===== src/rtl/ppm_pkg.sv =====
// ----------------------------------------------------------------------------
// ppm_pkg
// Shared types and constants for the pedal plausibility monitor.
// ----------------------------------------------------------------------------
package ppm_pkg;

  localparam int ADC_BITS      = 12;
  localparam int CFG_IDX_BITS  = 3;
  localparam int CFG_DATA_BITS = 16;
  localparam int COUNT_BITS    = 16;
  localparam int DRIVE_BITS    = 16;
  localparam int CAUSE_BITS    = 4;
  localparam int MODE_BITS     = 2;

  // register indexes
  localparam logic [CFG_IDX_BITS-1:0] REG_PEDAL1_MIN  = 3'd0;
  localparam logic [CFG_IDX_BITS-1:0] REG_PEDAL1_MAX  = 3'd1;
  localparam logic [CFG_IDX_BITS-1:0] REG_PEDAL2_MIN  = 3'd2;
  localparam logic [CFG_IDX_BITS-1:0] REG_PEDAL2_MAX  = 3'd3;
  localparam logic [CFG_IDX_BITS-1:0] REG_BRAKE_MIN   = 3'd4;
  localparam logic [CFG_IDX_BITS-1:0] REG_BRAKE_MAX   = 3'd5;
  localparam logic [CFG_IDX_BITS-1:0] REG_FAULT_LIMIT = 3'd6;

  // register reset values
  localparam logic [ADC_BITS-1:0]   PEDAL_MIN_RST   = 12'd410;
  localparam logic [ADC_BITS-1:0]   PEDAL_MAX_RST   = 12'd3686;
  localparam logic [ADC_BITS-1:0]   BRAKE_MIN_RST   = 12'd1065;
  localparam logic [ADC_BITS-1:0]   BRAKE_MAX_RST   = 12'd2458;
  localparam logic [COUNT_BITS-1:0] FAULT_LIMIT_RST = 16'd100;

  // fault causes, in priority order
  localparam logic [CAUSE_BITS-1:0] CAUSE_NONE      = 4'd0;
  localparam logic [CAUSE_BITS-1:0] CAUSE_MISMATCH  = 4'd1;
  localparam logic [CAUSE_BITS-1:0] CAUSE_P1_HIGH   = 4'd2;
  localparam logic [CAUSE_BITS-1:0] CAUSE_P2_HIGH   = 4'd3;
  localparam logic [CAUSE_BITS-1:0] CAUSE_P1_LOW    = 4'd4;
  localparam logic [CAUSE_BITS-1:0] CAUSE_P2_LOW    = 4'd5;
  localparam logic [CAUSE_BITS-1:0] CAUSE_BRK_HIGH  = 4'd6;
  localparam logic [CAUSE_BITS-1:0] CAUSE_BRK_LOW   = 4'd7;
  localparam logic [CAUSE_BITS-1:0] CAUSE_BRK_PLAUS = 4'd8;

  localparam logic [MODE_BITS-1:0] MODE_TORQUE = 2'd0;
  localparam logic [MODE_BITS-1:0] MODE_GRACE  = 2'd1;
  localparam logic [MODE_BITS-1:0] MODE_FAULT  = 2'd2;

  typedef enum logic [1:0] {
    LANE_PEDAL1,
    LANE_PEDAL2,
    LANE_BRAKE
  } lane_t;

  typedef enum logic [1:0] {
    ST_IDLE,
    ST_START,
    ST_RUN,
    ST_EMIT
  } state_t;

  typedef struct packed {
    logic [ADC_BITS-1:0] pedal1_code;
    logic [ADC_BITS-1:0] pedal2_code;
    logic [ADC_BITS-1:0] brake_code;
  } in_word_t;

  typedef struct packed {
    logic [DRIVE_BITS-1:0] drive;
    logic [MODE_BITS-1:0]  mode;
    logic [CAUSE_BITS-1:0] fault_cause;
    logic                  brake_latched;
  } out_word_t;

  typedef struct packed {
    logic  capture;
    logic  div_start;
    logic  lane_write;
    lane_t lane;
    logic  commit;
  } ppm_cmd_t;

  typedef struct packed {
    logic div_done;
    logic out_busy;
  } ppm_stat_t;

endpackage


===== src/rtl/ppm_div.sv =====
// ----------------------------------------------------------------------------
// ppm_div
// Restoring divider, one quotient bit per cycle. Computes
// (num << FRAC_BITS) / den for num < den.
// ----------------------------------------------------------------------------
module ppm_div #(
  parameter int FRAC_BITS = 16
) (
  input  logic                          clk,
  input  logic                          rst,
  input  logic                          start,
  input  logic [ppm_pkg::ADC_BITS-1:0]  num,
  input  logic [ppm_pkg::ADC_BITS-1:0]  den,
  output logic                          done,
  output logic [FRAC_BITS-1:0]          quo
);

  localparam int AW    = ppm_pkg::ADC_BITS;
  localparam int CNT_W = $clog2(FRAC_BITS + 1);

  logic              busy;
  logic [CNT_W-1:0]  cnt;
  logic [AW-1:0]     rem;
  logic [AW-1:0]     dsr;
  logic [AW:0]       shifted;
  logic [AW:0]       diff;
  logic              take;

  assign shifted = {rem, 1'b0};
  assign diff    = shifted - {1'b0, dsr};
  assign take    = (shifted >= {1'b0, dsr});

  always_ff @(posedge clk) begin
    if (rst) begin
      busy <= 1'b0;
      done <= 1'b0;
      cnt  <= '0;
    end else begin
      done <= busy && (cnt == CNT_W'(1));
      if (start) begin
        busy <= 1'b1;
        cnt  <= CNT_W'(FRAC_BITS);
      end else if (busy) begin
        cnt <= cnt - CNT_W'(1);
        if (cnt == CNT_W'(1)) begin
          busy <= 1'b0;
        end
      end
    end
  end

  always_ff @(posedge clk) begin
    if (start) begin
      rem <= num;
      dsr <= den;
      quo <= '0;
    end else if (busy) begin
      rem <= take ? diff[AW-1:0] : shifted[AW-1:0];
      quo <= {quo[FRAC_BITS-2:0], take};
    end
  end

endmodule


===== src/rtl/ppm_dp.sv =====
// ----------------------------------------------------------------------------
// ppm_dp
// Datapath: config registers, sample capture, normalization lanes,
// plausibility checks, fault timer, brake latch and output register.
// ----------------------------------------------------------------------------
module ppm_dp #(
  parameter int FRAC_BITS = 16
) (
  input  logic                                  clk,
  input  logic                                  rst,
  input  logic                                  cfg_valid,
  input  logic [ppm_pkg::CFG_IDX_BITS-1:0]      cfg_index,
  input  logic [ppm_pkg::CFG_DATA_BITS-1:0]     cfg_data,
  input  ppm_pkg::in_word_t                     in_data,
  input  ppm_pkg::ppm_cmd_t                     cmd,
  output ppm_pkg::ppm_stat_t                    stat,
  output logic                                  out_valid,
  input  logic                                  out_ready,
  output ppm_pkg::out_word_t                    out_data
);

  localparam int AW = ppm_pkg::ADC_BITS;
  localparam int CW = ppm_pkg::COUNT_BITS;
  localparam int W  = FRAC_BITS + 5;
  localparam logic [FRAC_BITS-1:0] FULL_SCALE = {FRAC_BITS{1'b1}};
  localparam logic [W-1:0] ONE_Q   = W'(1) << FRAC_BITS;
  localparam logic [W-1:0] QUARTER = ONE_Q >> 2;

  logic [AW-1:0] p1_min, p1_max, p2_min, p2_max, brk_min, brk_max;
  logic [CW-1:0] fault_limit;
  logic [CW-1:0] fault_count, fault_count_next;
  logic          brake_latch, brake_latch_next;

  logic [AW-1:0] c1, c2, cb;
  logic [FRAC_BITS-1:0] a1, a2, b;

  // ---- config ----
  always_ff @(posedge clk) begin
    if (rst) begin
      p1_min      <= ppm_pkg::PEDAL_MIN_RST;
      p1_max      <= ppm_pkg::PEDAL_MAX_RST;
      p2_min      <= ppm_pkg::PEDAL_MIN_RST;
      p2_max      <= ppm_pkg::PEDAL_MAX_RST;
      brk_min     <= ppm_pkg::BRAKE_MIN_RST;
      brk_max     <= ppm_pkg::BRAKE_MAX_RST;
      fault_limit <= ppm_pkg::FAULT_LIMIT_RST;
    end else if (cfg_valid) begin
      case (cfg_index)
        ppm_pkg::REG_PEDAL1_MIN:  p1_min      <= cfg_data[AW-1:0];
        ppm_pkg::REG_PEDAL1_MAX:  p1_max      <= cfg_data[AW-1:0];
        ppm_pkg::REG_PEDAL2_MIN:  p2_min      <= cfg_data[AW-1:0];
        ppm_pkg::REG_PEDAL2_MAX:  p2_max      <= cfg_data[AW-1:0];
        ppm_pkg::REG_BRAKE_MIN:   brk_min     <= cfg_data[AW-1:0];
        ppm_pkg::REG_BRAKE_MAX:   brk_max     <= cfg_data[AW-1:0];
        ppm_pkg::REG_FAULT_LIMIT: fault_limit <= cfg_data[CW-1:0];
        default: ;
      endcase
    end
  end

  // ---- capture ----
  always_ff @(posedge clk) begin
    if (cmd.capture) begin
      c1 <= in_data.pedal1_code;
      c2 <= in_data.pedal2_code;
      cb <= in_data.brake_code;
    end
  end

  // ---- lane select and divider ----
  logic [AW-1:0] l_code, l_lo, l_hi;
  logic          div_done;
  logic [FRAC_BITS-1:0] div_quo;
  logic [FRAC_BITS-1:0] lane_val;

  always_comb begin
    case (cmd.lane)
      ppm_pkg::LANE_PEDAL1: begin
        l_code = c1; l_lo = p1_min; l_hi = p1_max;
      end
      ppm_pkg::LANE_PEDAL2: begin
        l_code = c2; l_lo = p2_min; l_hi = p2_max;
      end
      ppm_pkg::LANE_BRAKE: begin
        l_code = cb; l_lo = brk_min; l_hi = brk_max;
      end
      default: begin
        l_code = c1; l_lo = p1_min; l_hi = p1_max;
      end
    endcase
  end

  ppm_div #(
    .FRAC_BITS (FRAC_BITS)
  ) u_div (
    .clk   (clk),
    .rst   (rst),
    .start (cmd.div_start),
    .num   (l_code - l_lo),
    .den   (l_hi - l_lo),
    .done  (div_done),
    .quo   (div_quo)
  );

  // clamps; also covers max not above min
  always_comb begin
    if (l_code <= l_lo) begin
      lane_val = '0;
    end else if (l_code >= l_hi) begin
      lane_val = FULL_SCALE;
    end else begin
      lane_val = div_quo;
    end
  end

  always_ff @(posedge clk) begin
    if (cmd.lane_write) begin
      case (cmd.lane)
        ppm_pkg::LANE_PEDAL1: a1 <= lane_val;
        ppm_pkg::LANE_PEDAL2: a2 <= lane_val;
        ppm_pkg::LANE_BRAKE:  b  <= lane_val;
        default: ;
      endcase
    end
  end

  // ---- plausibility ----
  logic [W-1:0] a1x10, a2x11, a2x9, a1x20, bx10;
  logic [ppm_pkg::CAUSE_BITS-1:0] cause, cause_out;
  logic [ppm_pkg::MODE_BITS-1:0]  mode;
  logic [ppm_pkg::DRIVE_BITS-1:0] drive_q16;

  assign a1x10 = W'(a1) * W'(10);
  assign a2x11 = W'(a2) * W'(11);
  assign a2x9  = W'(a2) * W'(9);
  assign a1x20 = W'(a1) * W'(20);
  assign bx10  = W'(b) * W'(10);

  always_comb begin
    if (a1x10 > a2x11 || a1x10 < a2x9) cause = ppm_pkg::CAUSE_MISMATCH;
    else if (c1 > p1_max)              cause = ppm_pkg::CAUSE_P1_HIGH;
    else if (c2 > p2_max)              cause = ppm_pkg::CAUSE_P2_HIGH;
    else if (c1 < p1_min)              cause = ppm_pkg::CAUSE_P1_LOW;
    else if (c2 < p2_min)              cause = ppm_pkg::CAUSE_P2_LOW;
    else if (cb > brk_max)             cause = ppm_pkg::CAUSE_BRK_HIGH;
    else if (cb < brk_min)             cause = ppm_pkg::CAUSE_BRK_LOW;
    else                               cause = ppm_pkg::CAUSE_NONE;

    if (cause != ppm_pkg::CAUSE_NONE) begin
      fault_count_next = (fault_count == {CW{1'b1}}) ? fault_count
                                                     : fault_count + CW'(1);
    end else begin
      fault_count_next = '0;
    end

    if (W'(a1) > QUARTER && bx10 > ONE_Q) begin
      brake_latch_next = 1'b1;
    end else if (brake_latch && a1x20 < ONE_Q) begin
      brake_latch_next = 1'b0;
    end else begin
      brake_latch_next = brake_latch;
    end

    if (fault_count_next > fault_limit || brake_latch_next) begin
      mode = ppm_pkg::MODE_FAULT;
    end else if (cause != ppm_pkg::CAUSE_NONE) begin
      mode = ppm_pkg::MODE_GRACE;
    end else begin
      mode = ppm_pkg::MODE_TORQUE;
    end

    if (cause == ppm_pkg::CAUSE_NONE && brake_latch_next) begin
      cause_out = ppm_pkg::CAUSE_BRK_PLAUS;
    end else begin
      cause_out = cause;
    end
  end

  // rescale to Q0.16
  generate
    if (FRAC_BITS >= ppm_pkg::DRIVE_BITS) begin : g_drv_trunc
      assign drive_q16 = a1[FRAC_BITS-1 -: ppm_pkg::DRIVE_BITS];
    end else begin : g_drv_pad
      assign drive_q16 = {a1, {(ppm_pkg::DRIVE_BITS-FRAC_BITS){1'b0}}};
    end
  endgenerate

  always_ff @(posedge clk) begin
    if (rst) begin
      fault_count <= '0;
      brake_latch <= 1'b0;
    end else if (cmd.commit) begin
      fault_count <= fault_count_next;
      brake_latch <= brake_latch_next;
    end
  end

  // ---- output register ----
  always_ff @(posedge clk) begin
    if (rst) begin
      out_valid <= 1'b0;
    end else if (cmd.commit) begin
      out_valid <= 1'b1;
    end else if (out_ready) begin
      out_valid <= 1'b0;
    end
  end

  always_ff @(posedge clk) begin
    if (cmd.commit) begin
      out_data.drive         <= (mode == ppm_pkg::MODE_FAULT) ? '0 : drive_q16;
      out_data.mode          <= mode;
      out_data.fault_cause   <= cause_out;
      out_data.brake_latched <= brake_latch_next;
    end
  end

  assign stat.div_done = div_done;
  assign stat.out_busy = out_valid && !out_ready;

endmodule


===== src/rtl/ppm_ctrl.sv =====
// ----------------------------------------------------------------------------
// ppm_ctrl
// Sequencer: accepts a word, runs three normalizations through the shared
// divider, then commits the result into the output register.
// ----------------------------------------------------------------------------
module ppm_ctrl (
  input  logic               clk,
  input  logic               rst,
  input  logic               in_valid,
  output logic               in_ready,
  input  ppm_pkg::ppm_stat_t stat,
  output ppm_pkg::ppm_cmd_t  cmd
);

  ppm_pkg::state_t state, state_next;
  ppm_pkg::lane_t  lane, lane_next;

  always_ff @(posedge clk) begin
    if (rst) begin
      state <= ppm_pkg::ST_IDLE;
      lane  <= ppm_pkg::LANE_PEDAL1;
    end else begin
      state <= state_next;
      lane  <= lane_next;
    end
  end

  always_comb begin
    state_next     = state;
    lane_next      = lane;
    in_ready       = 1'b0;
    cmd.capture    = 1'b0;
    cmd.div_start  = 1'b0;
    cmd.lane_write = 1'b0;
    cmd.lane       = lane;
    cmd.commit     = 1'b0;
    case (state)
      ppm_pkg::ST_IDLE: begin
        in_ready = 1'b1;
        if (in_valid) begin
          cmd.capture = 1'b1;
          lane_next   = ppm_pkg::LANE_PEDAL1;
          state_next  = ppm_pkg::ST_START;
        end
      end
      ppm_pkg::ST_START: begin
        cmd.div_start = 1'b1;
        state_next    = ppm_pkg::ST_RUN;
      end
      ppm_pkg::ST_RUN: begin
        if (stat.div_done) begin
          cmd.lane_write = 1'b1;
          case (lane)
            ppm_pkg::LANE_PEDAL1: begin
              lane_next  = ppm_pkg::LANE_PEDAL2;
              state_next = ppm_pkg::ST_START;
            end
            ppm_pkg::LANE_PEDAL2: begin
              lane_next  = ppm_pkg::LANE_BRAKE;
              state_next = ppm_pkg::ST_START;
            end
            default: begin
              state_next = ppm_pkg::ST_EMIT;
            end
          endcase
        end
      end
      ppm_pkg::ST_EMIT: begin
        // wait for the output register to free up
        if (!stat.out_busy) begin
          cmd.commit = 1'b1;
          state_next = ppm_pkg::ST_IDLE;
        end
      end
      default: begin
        state_next = ppm_pkg::ST_IDLE;
      end
    endcase
  end

endmodule


===== src/rtl/pedal_plausibility_monitor.sv =====
// ----------------------------------------------------------------------------
// pedal_plausibility_monitor
// Accelerator pedal plausibility check with fault timer and brake latch.
// ----------------------------------------------------------------------------
// Sequence: the captured word runs START and RUN per lane, then EMIT commits it.
// Inputs: no new word is accepted until the last one is committed, as the single shared
//   bit-serial divider runs the three normalizations in turn.
// A finished word waits in the output register; the next word is accepted.
// Reset (synchronous): registers return to defaults, fault timer and brake
//   latch clear, no output pending.
// ----------------------------------------------------------------------------
module pedal_plausibility_monitor #(
  parameter int FRAC_BITS = 16
) (
  input  logic                              clk,
  input  logic                              rst,
  input  logic                              cfg_valid,
  output logic                              cfg_ready,
  input  logic [ppm_pkg::CFG_IDX_BITS-1:0]  cfg_index,
  input  logic [ppm_pkg::CFG_DATA_BITS-1:0] cfg_data,
  input  logic                              in_valid,
  output logic                              in_ready,
  input  ppm_pkg::in_word_t                 in_data,
  output logic                              out_valid,
  input  logic                              out_ready,
  output ppm_pkg::out_word_t                out_data
);

  ppm_pkg::ppm_cmd_t  cmd;
  ppm_pkg::ppm_stat_t stat;

  assign cfg_ready = 1'b1;

  ppm_ctrl u_ctrl (
    .clk      (clk),
    .rst      (rst),
    .in_valid (in_valid),
    .in_ready (in_ready),
    .stat     (stat),
    .cmd      (cmd)
  );

  ppm_dp #(
    .FRAC_BITS (FRAC_BITS)
  ) u_dp (
    .clk       (clk),
    .rst       (rst),
    .cfg_valid (cfg_valid),
    .cfg_index (cfg_index),
    .cfg_data  (cfg_data),
    .in_data   (in_data),
    .cmd       (cmd),
    .stat      (stat),
    .out_valid (out_valid),
    .out_ready (out_ready),
    .out_data  (out_data)
  );

endmodule

===== config.mk =====
export PLATFORM = sky130hd
export DESIGN_NAME = pedal_plausibility_monitor
export DESIGN_NICKNAME = d
export VERILOG_FILES = /design/src/rtl/ppm_pkg.sv /design/src/rtl/ppm_div.sv /design/src/rtl/ppm_dp.sv /design/src/rtl/ppm_ctrl.sv /design/src/rtl/pedal_plausibility_monitor.sv
export SDC_FILE = /design/constraint.sdc
export NUM_CORES = 1
export LEC_CHECK = 0
export BUFFER_PORTS_ARGS = -buffer_cell sky130_fd_sc_hd__buf_2
export CORE_UTILIZATION = 68
export CTS_CLUSTER_SIZE = 20
export DETAILED_ROUTE_END_ITERATION = 8
export GPL_TIMING_DRIVEN = 0
export HOLD_SLACK_MARGIN = 0.1
export PLACE_DENSITY_LB_ADDON = 0.3
export SYNTH_ARGS = -nofsm -noshare
export SYNTH_HDL_FRONTEND = slang
export SYNTH_SLANG_ARGS = --single-unit

===== constraint.sdc =====
create_clock -name clk -period 11.9 [get_ports clk]
set_input_delay 1.785 -clock clk [delete_from_list [all_inputs] [get_ports clk]]
set_output_delay 1.785 -clock clk [all_outputs]
set_load 0.01 [all_outputs]

# ---- After elaboration in Yosys (flattened, before gate mapping)
# Index checks and enable logic that the tools add are counted.
dict set report word_totals {
  reg_bits 264
  out_inout_bits 26
}
dict set report classes {
  addsub 5
  n_mul 5
  n_lt_le_gt_ge 15
  eq_ne 18
  n_mux 45
  n_reduce_logical 30
}
# op count
set ops {}
lappend ops {{$pmux W12 S2} 3}
lappend ops {{$mux W16} 4}
lappend ops {{$mul A16 B3 Y19 const B} 3}
lappend ops {{$mul A16 B4 Y20 const B} 2}
lappend ops {{$gt A12 B12 Y1} 3}
lappend ops {{$lt A12 B12 Y1} 3}
lappend ops {{$mux W12} 3}
lappend ops {{$sub A12 B12 Y12} 3}
lappend ops {{$mux W4} 6}
lappend ops {{$lt A21 B17 Y1 const B} 1}
lappend ops {{$gt A20 B17 Y1 const B} 1}
lappend ops {{$gt A20 B20 Y1} 1}
lappend ops {{$lt A20 B20 Y1} 1}
lappend ops {{$reduce_and A2 Y1} 10}
lappend ops {{$add A16 B1 Y16 const B} 1}
lappend ops {{$eq A16 B16 Y1 const B} 1}
lappend ops {{$gt A16 B15 Y1 const B} 1}
lappend ops {{$gt A16 B16 Y1} 1}
lappend ops {{$mux W1} 16}
lappend ops {{$mux W2} 7}
lappend ops {{$ge A13 B12 Y1} 1}
lappend ops {{$ge A12 B12 Y1} 1}
lappend ops {{$le A12 B12 Y1} 1}
lappend ops {{$mux W5} 2}
lappend ops {{other kinds (24)} 42}

# ---- Longest topological paths before layout
# Gate-level depths: netlist of run 1.
dict set report depth {
  word_depth 14
  mapped_depth 36
}

# ---- Hierarchy
# Synthesis of run 1 repeated with hierarchy kept, for this count alone.
dict set report unflattened {
  cells_unflattened 2220
  area_unflattened_um2 19845.3
}
# mod instances cells_per_inst area_per_inst_um2 seq_area_each_um2
set by_module_without_submodules {}
lappend by_module_without_submodules {ppm_dp 1 1947 17068.9 5335.1}
lappend by_module_without_submodules {ppm_div 1 241 2522.4 1181.1}
lappend by_module_without_submodules {ppm_ctrl 1 30 242.7 80.1}
lappend by_module_without_submodules {pedal_plausibility_monitor 1 2 11.3 0.0}

# ---- Worst setup path before layout of run 1
# OpenSTA, ideal clock, no wires.
dict set report synth_timing {
  path_type {register to register}
  start {reg u_dp.a2[1]}
  end {reg, netlist name u_dp.out_data[6]}
  arrival_time_ns 6.826
  setup_slack_ns 4.824
  stages_incl_launch_ff 33
  path_buffers 2
  period_less_slack_ns 7.076
  path_cell_list {edfxtp_1 -> ha_1 -> fa_1 -> ha_1 -> nor2b_1 -> o21ai_1 -> a21oi_1 -> a2111oi_0 -> o31ai_1 -> o211ai_1 -> a21boi_1 -> o21a_1 -> o211a_1 -> ha_1 -> nand3_1 -> nor3_1 -> nand2_1 -> o41ai_1 -> o21ai_1 -> nor4_4 -> clkbuf_1 -> nor2_1 -> ha_1 -> a21o_1 -> a21o_1 -> a21oi_1 -> o21ai_0 -> a21o_1 -> a21oi_1 -> o22a_1 -> nor3b_4 -> buf_6 -> inv_1}
}
dict set report synth_between {
  elab_chain_len 9
  word_cells_on_any_way 11
}
# element line
set synth_rtl {}
lappend synth_rtl {{from (decl)} ppm_dp.sv:35} ;# logic [FRAC_BITS-1:0] a1, a2, b;
lappend synth_rtl {{from (signal assigned)} ppm_dp.sv:120} ;# ppm_pkg::LANE_PEDAL2: a2 <= lane_val;
lappend synth_rtl {{$mul A16 B4 Y20, on equally long branches} {ppm_dp.sv:134, ppm_dp.sv:135}}
lappend synth_rtl {{$gt A20 B20 Y1 or $lt A20 B20 Y1 (tied branches)} ppm_dp.sv:140} ;# if (a1x10 > a2x11 || a1x10 < a2x9) cause = ppm_pkg::CAUSE_MISMATCH;
lappend synth_rtl {{$logic_or A1 B1 Y1 *} ppm_dp.sv:140}
lappend synth_rtl {{$mux W4 *} ppm_dp.sv:140}
lappend synth_rtl {{$reduce_bool A4 Y1 *} ppm_dp.sv:149} ;# if (cause != ppm_pkg::CAUSE_NONE) begin
lappend synth_rtl {{$mux W16 *} ppm_dp.sv:149}
lappend synth_rtl {{via u_dp.fault_count_next[9]} ppm_dp.sv:31} ;# logic [CW-1:0] fault_count, fault_count_next;
lappend synth_rtl {{$gt A16 B16 Y1 *} ppm_dp.sv:164} ;# if (fault_count_next > fault_limit || brake_latch_next) begin
lappend synth_rtl {{$logic_or A1 B1 Y1 *} ppm_dp.sv:164}
lappend synth_rtl {{$mux W2 *} ppm_dp.sv:164}
lappend synth_rtl {{via u_dp.mode (one bit)} ppm_dp.sv:130} ;# logic [ppm_pkg::MODE_BITS-1:0] mode;
# Mark *: on every way through the listed nets, which the timed path passes. The rest lies on a longest branch.
# A chain may end at the register's enable or synchronous reset.

# ---- Worst setup path after layout of run 1
dict set report layout_timing {
  start {reg u_dp.a2[1]}
  end {reg, netlist name u_dp.out_data[18]}
}
dict set report layout_between {
  elab_chain_len 10
  word_cells_on_any_way 13
}
# element line
set layout_rtl {}
lappend layout_rtl {{$mul A16 B4 Y20, on equally long branches} {ppm_dp.sv:134, ppm_dp.sv:135}}
lappend layout_rtl {{$gt A20 B20 Y1 or $lt A20 B20 Y1 (tied branches)} ppm_dp.sv:140}
lappend layout_rtl {{$logic_or A1 B1 Y1 *} ppm_dp.sv:140}
lappend layout_rtl {{$mux W4 *} ppm_dp.sv:140}
lappend layout_rtl {{$reduce_bool A4 Y1 *} ppm_dp.sv:149}
lappend layout_rtl {{$mux W16 *} ppm_dp.sv:149}
lappend layout_rtl {{via u_dp.fault_count_next[9]} ppm_dp.sv:31}
lappend layout_rtl {{$gt A16 B16 Y1 *} ppm_dp.sv:164}
lappend layout_rtl {{$logic_or A1 B1 Y1 *} ppm_dp.sv:164}
lappend layout_rtl {{$mux W2 *} ppm_dp.sv:164}
lappend layout_rtl {{$eq A2 B2 Y1 *} ppm_dp.sv:211} ;# out_data.drive <= (mode == ppm_pkg::MODE_FAULT) ? '0 : drive_q16;
# Marked as above.

==> results of run 1 <==
==> critical path: cells and delay by family, from the launching register on <==
kind | cells | cell delay (ns)
simple gates | 8 | 2.06
buf+inv | 2 | 0.58
fa+ha+maj | 5 | 1.81
compound gates | 17 | 4.02
flops | 1 | 0.52
==> power by group through the flow <==
stage	Clock [uW]	Sequential [uW]	Combinational (uW)
floorplan	0	1040	263
global placement	0	1050	348
detailed placement	0	1050	368
CTS	843	1030	372
global route	887	1040	417
finish	841	1030	380
==> state kept, by name (all words and copies together) (netlist names), 16 cells and up <==
register          flops
u_dp.u_div.quo       16
u_dp.out_data        23
u_dp.fault_count     16
u_dp.b               16
u_dp.a1              16
u_dp.a2              16
u_dp.fault_limit     16
==> worst max path at each step <==
| stage | start | end | slack (ns) |
|---|---|---|---|
| 3_5_place_dp | u_dp.a2[1]$_DFFE_PP_ | u_dp.out_data[16]$_SDFFCE_PN0P_ | 2.85 |
| 2_1_floorplan | u_dp.a2[1]$_DFFE_PP_ | u_dp.out_data[6]$_DFFE_PP_ | 4.82 |
| 5_1_grt | u_dp.a2[1]$_DFFE_PP_ | u_dp.out_data[18]$_SDFFCE_PN0P_ | 2.38 |
| 6_report | u_dp.a2[1]$_DFFE_PP_ | u_dp.out_data[18]$_SDFFCE_PN0P_ | 2.75 |
| 4_1_cts | u_dp.a2[1]$_DFFE_PP_ | u_dp.out_data[16]$_SDFFCE_PN0P_ | 2.85 |
| 3_3_place_gp | u_dp.a2[1]$_DFFE_PP_ | u_dp.out_data[14]$_SDFFCE_PN0P_ | 3.08 |
==> layout make-up <==
cell class	instances	area, um^2
inverters	228	856
clock inverters	5	36.3
plain buffers	66	279
clock buffers	47	843
repair buffers	82	410
well taps	378	473
fillers	2012	6770
multi-input cells	1591	11500
flip-flops and latches	264	6600
==> logic make-up after synthesis <==
kind of cell | count (synthesis)
AOI/OAI and AO/OA | 539
other | 1
adders and majority gates | 312
buffers and inverters | 294
and+or+nand+nor | 640
xor gates and xnor gates | 81
muxes | 18
DFF | 264
==> placed cells by master (no fill, tap or decap), types with 21 or more instances in the layout <==
master	instances
a211o_1	21
a21o_1	48
a21oi_1	196
a22oi_1	37
and2_1	22
buf_2	85
clkbuf_1	65
clkbuf_16	29
dfxtp_1	133
edfxtp_1	131
ha_1	292
inv_1	226
nand2_1	211
nand2b_1	32
nand3_1	36
nand3b_1	21
nand4_1	30
nor2_1	162
nor2b_1	25
nor3_1	37
o21a_1	29
o21ai_0	68
xnor2_1	51
xor2_1	30
==> through the flow <==
stage	power, uW	instance area (um^2)	utilization [%]	hold slack (ns)
6_report	2260	21000	75.6	0.461
5_1_grt	2340	21000	75.6	0.479
4_1_cts	2250	21000	75.6	0.460
3_5_place_dp	1420	20100	72.5	0.452
3_3_place_gp	1400	20100	72.5	0.444
2_1_floorplan	1310	19200	-	0.436
==> per-layer routing <==
layer / vias to the layer above / global-route usage, % / part of all wire, %
met2: 684 / 63.6 / 49
li1: 7872 / - / -
met3: 214 / 4.86 / 6.3
met5: - / 0 / 0
met1: 7799 / 41.5 / 38
met4: 0 / 22.1 / 6.5
==> results.toml, run 1 <==
[critical_path]
critical-path-max-stage-delay_ns = 0.68
worst_path_most_repeated_cell = "ha_1"
r2r-end = "u_dp.out_data[18]$_SDFFCE_PN0P_"
slowest_stage = "a2111oi_0"
ff2ff_setup_slack_ns = 2.75
end_kind = "flop"
path_max_fanout = 10
worstPathArrival_ns = 9.57
rr_worst_depth = 32
critPathKind = "reg2reg"
cp-start-kind = "flop"
r2r_start = "u_dp.a2[1]$_DFFE_PP_"
cp.required_ns = 12.32

[power]
pwr-share-comb_pct = 16.8
internal_power_uw = 1630
p_leak_uw = 0.00926
p_sw_uw = 623
power.share.switching_pct = 27.6
powerDensity_nw_per_um2 = 107
ir_drop_mv = 0.137
seqPwrFrac_pct = 45.9
clockPowerShare_pct = 37.3

[sta]
period_share_pct = 76.9
setup_viol = 0
fin_crit_ns = 9.15
tns_ns = 0
finalClockSkew_ns = 0.0354
rsz0062_at_grt = "no"
worst_slew_pin_slew_ns = 1.11
finalHoldViolCount = 0
max_slew_margin_pct = 25.6
setup_ws_ns = 2.75
max_freq_ghz = 0.109
drv_slew = 0

[global_routing]
grt_max_degree = 38
grt_pass1_vias = 16300
grt_use_total_pct = 36.1
antenna_found_initial = 0
grt_pass1_wl_um = 81600
grt-ovfl-total = 0

[hold_path]
min_to = "u_dp.fault_limit[9]$_SDFFE_PP0P_"
hp-start = "u_dp.fault_limit[9]$_SDFFE_PP0P_"
worstHoldPathType = "reg2reg"
whs_path_depth = 2

[outcome]
status = "finished, final reports clean"

[drt]
via_per_inst = 6.23
drt_iter0_drc = 1485
routedWlPerCell_um = 19.5
dr_total_vias = 16600
drt-total-wl_um = 52000
antenna_left = 0
first_pass_iters = 6
route.detailed.drc = 0

[layout]
syn2layout_area_growth_pct = 9.17
fin_cells = 2661
drive_gt1_share_pct = 6.92
num_antenna_cells = 0
fin_nets = 2633

[die]
core-area_um2 = 27800
rows = 61
initial_utilization_pct = 69.3
io_pins = 86
fp.dieH_um = 170
die_w_um = 170
dieArea_um2 = 29000

[cts]
htreeDepth = 1
cts.path.max_buffers = 3
cts_tree = "done"
cts_hold_buf = 0
cts_resized = 0
cts.sinks = 264
postCtsSetupBuffers = 0
cts_buffers = 28
insertion_delay_ns = 0.57
cts.clk_slew.worst_paths_ns = 0.06
cts_root_buf = "clkbuf_16"

[flow_run]
maxCapViolations = 0

[placement]
gp_congestion = 1.00
hpwl_um = 40100
port_buffers = 82
pre_cts_ws_ns = 2.85
dp_cells = 2609

[synth]
synth-edff-count = 131
yosysWarnings = 0
synth_fa_ha_area_share_pct = 21.1
synth_compound_area_share_pct = 18.0
synth_largest_area_cell = "edfxtp_1"
synth_top_family_by_area = "adder cells"
synth.top_cells.by_area = "edfxtp_1 20%, ha_1 19%, dfxtp_1 14%"
async_flop_share_pct = 0
synth_mux_area_share_pct = 0.936
ys.flop_type = "dfxtp_1"
netlist_area_um2 = 19200
synth_seq_area_share_pct = 34.3
syn_nets = 2521
ys_types = 82
synthSimpleGateAreaFrac_pct = 16.1
ys_ff_latch = 264
synthTopCellsByCount = "292 x ha_1, 226 x inv_1, 211 x nand2_1"
synthXorXnorAreaFrac_pct = 3.69
synth_top_area_share_pct = 20.4
synthCells = 2149
synthMostInstantiatedCell = "ha_1"
avgSynthCellArea_um2 = 8.96
Note: power is estimated with default switching activity, not from simulation.
==> run 2, diff against run 1 <==
--- a/config.mk
+++ b/config.mk
@@ -5,8 +5,9 @@
 export SDC_FILE = /design/constraint.sdc
 export NUM_CORES = 1
 export LEC_CHECK = 0
+export ABC_AREA = 1
 export BUFFER_PORTS_ARGS = -buffer_cell sky130_fd_sc_hd__buf_2
-export CORE_UTILIZATION = 68
+export CORE_UTILIZATION = 57
 export CTS_CLUSTER_SIZE = 20
 export DETAILED_ROUTE_END_ITERATION = 8
 export GPL_TIMING_DRIVEN = 0
==> constraint.sdc (replaced) <==
create_clock -name clk -period 8 [get_ports clk]
set_input_delay 1.2 -clock clk [delete_from_list [all_inputs] [get_ports clk]]
set_output_delay 1.2 -clock clk [all_outputs]
set_load 0.01 [all_outputs]
==> results.toml, run 2 <==
[layout]
largest_reg_flops = 23
top_register = "u_dp.out_data"
num_antenna_cells = 0
drive_gt1_share_pct = 6.81
syn2layout_area_growth_pct = 10.4
final_cell_mix = "405 x inv_1, 405 x nand2_1, 292 x ha_1"
fin_nets = 2890

[cts]
cts.path.max_buffers = 3
cts.sinks = 264
htreeDepth = 1
cts.clk_slew.worst_paths_ns = 0.06
insertion_delay_ns = 0.57
cts_root_buf = "clkbuf_16"
cts_hold_buf = 0
cts_buffers = 29
cts_resized = 0
cts_tree = "done"
postCtsSetupBuffers = 0

[sta]
tns_ns = 0
rsz0062_at_grt = "no"
period_share_pct = 89.6
finalHoldViolCount = 0
worst_slew_pin_slew_ns = 1.22
max_slew_margin_pct = 18.3
finalClockSkew_ns = 0.0156
max_freq_ghz = 0.140
setup_viol = 0
drv_slew = 0
fin_crit_ns = 7.17
setup_ws_ns = 0.832

[power]
powerDensity_nw_per_um2 = 199
internal_power_uw = 2830
seqPwrFrac_pct = 39.1
pwr-share-comb_pct = 28.2
power.total_uw = 4250
power.share.switching_pct = 33.5
p_leak_uw = 0.0101
ir_drop_mv = 0.188
clockPowerShare_pct = 32.7
p_sw_uw = 1430

[drt]
drt-total-wl_um = 51200
drt_iter0_drc = 1215
routedWlPerCell_um = 17.1
route.detailed.drc = 0
antenna_left = 0
via_per_inst = 5.64
first_pass_iters = 6
dr_total_vias = 16900

[die]
io_pins = 86
core-area_um2 = 33400
fp.dieH_um = 186
rows = 67
die_w_um = 186
initial_utilization_pct = 57.8
dieArea_um2 = 34600

[synth]
ys.flop_type = "dfxtp_1"
avgSynthCellArea_um2 = 8.05
synth-edff-count = 131
ys_types = 50
synth.top_cells.by_area = "edfxtp_1 20%, ha_1 19%, dfxtp_1 14%"
synthTopCellsByCount = "405 x inv_1, 405 x nand2_1, 292 x ha_1"
ys_ff_latch = 264
async_flop_share_pct = 0
netlist_area_um2 = 19300
synthCells = 2401
synth_seq_area_share_pct = 34.1
syn_nets = 2773
yosysWarnings = 0
synth_largest_area_cell = "edfxtp_1"
synth_top_area_share_pct = 20.4

[critical_path]
end_kind = "flop"
slowest_stage = "edfxtp_1"
worst_path_most_repeated_cell = "nand2_1"
critPathKind = "reg2reg"
cp.buffers_inverters = 6
path_max_fanout = 10
cp_top_family = "compound AO/OA/AOI/OAI gates"
worstPathArrival_ns = 7.49
cp-start-kind = "flop"
cp.required_ns = 8.32
critical-path-max-stage-delay_ns = 0.53

[global_routing]
grt-ovfl-total = 0
grt_pass1_wl_um = 80400
use_met2_pct = 50.7
grt_max_degree = 33
use_met3_pct = 3.76
busiest_layer = "met2"
antenna_found_initial = 1
met1_usage_pct = 37.7
grt_use_total_pct = 29.8
grt_pass1_vias = 16100

[placement]
pre_cts_ws_ns = 0.916
port_buffers = 83
gp_congestion = 0.930
hpwl_um = 41100

[hold_path]
worstHoldPathType = "reg2reg"

[flow_run]
maxCapViolations = 0

[outcome]
status = "finished, final reports clean"
## run 2: changes by cell type in the layout (fill, tap and decap cells not counted), sizes merged, moves of 30 or more
cell,change
nand2,+200
inv,+182
o21ai,+106
nand3,+80
a21o,-39
a22oi,-37
a21oi,+32
nand2b,-32
o211ai,+30
## run 2: path summary, 6_finish.rpt
| kind | to | depth (start not counted) | start | slack [ns] |
|---|---|---|---|---|
| worst max-delay path | u_dp.out_data[6]$_DFFE_PP_ | 33 | u_dp.a2[4]$_DFFE_PP_ | 0.83 |
| worst min-delay path | u_dp.u_div.quo[15]$_SDFFE_PP0P_ | 2 | u_dp.u_div.quo[15]$_SDFFE_PP0P_ | 0.46 |
| worst max register to register | u_dp.out_data[6]$_DFFE_PP_ | 33 | u_dp.a2[4]$_DFFE_PP_ | 0.83 |
| worst min register to register | u_dp.u_div.quo[15]$_SDFFE_PP0P_ | 2 | u_dp.u_div.quo[15]$_SDFFE_PP0P_ | 0.46 |
## run 2: worst register-to-register path: cells and delay by family, from the launching register on
family,cells,cell delay (ns)
buffers and inverters,6,0.80
DFF,1,0.53
xor gates and xnor gates,1,0.17
AOI/OAI and AO/OA,10,1.87
adders and majority gates,5,1.81
and+or+nand+nor,11,1.71
## run 2: metal layers
metal	vias to the layer above	wire, um
met5	-	13
met4	2	2310
met3	141	2850
met2	541	23900
met1	7796	22100
li1	8383	-
## run 2: cell type report
| cell class | count | area, um^2 |
|---|---|---|
| buffer | 54 | 228 |
| clock buffer | 41 | 863 |
| clock inverter | 13 | 136 |
| fill | 2832 | 12100 |
| inverter | 408 | 1530 |
| multi-input combinational | 1675 | 11000 |
| sequential | 264 | 6600 |
| tap | 448 | 561 |
| timing repair buffer | 86 | 449 |
## run 2: power groups by stage
stage	combinational [uW]	sequential [uW]	clock, uW
after CTS	1190	1660	1400
after floorplan	840	1670	0
after global placement	1130	1690	0
after global routing	1340	1680	1460
final	1200	1660	1390
after detailed placement	1170	1690	0
## run 2: stage by stage
stage | util [%] | hold slack (ns) | instances | area (um^2)
floorplan | - | 0.423 | 2401 | 19300
global placement | 60.7 | 0.435 | 2932 | 20300
detailed placement | 60.8 | 0.448 | 2934 | 20300
CTS | 63.8 | 0.462 | 2988 | 21300
global route | 63.8 | 0.472 | 2989 | 21300
finish | 63.8 | 0.456 | 2989 | 21300
## run 2: logic make-up after synthesis
family,synth area share [%]
simple gates,16.8
buf+inv,9.10
flops,34.1
fa+ha+maj,21.0
xor+xnor,3.13
compound gates,15.9
other cells,0.0194
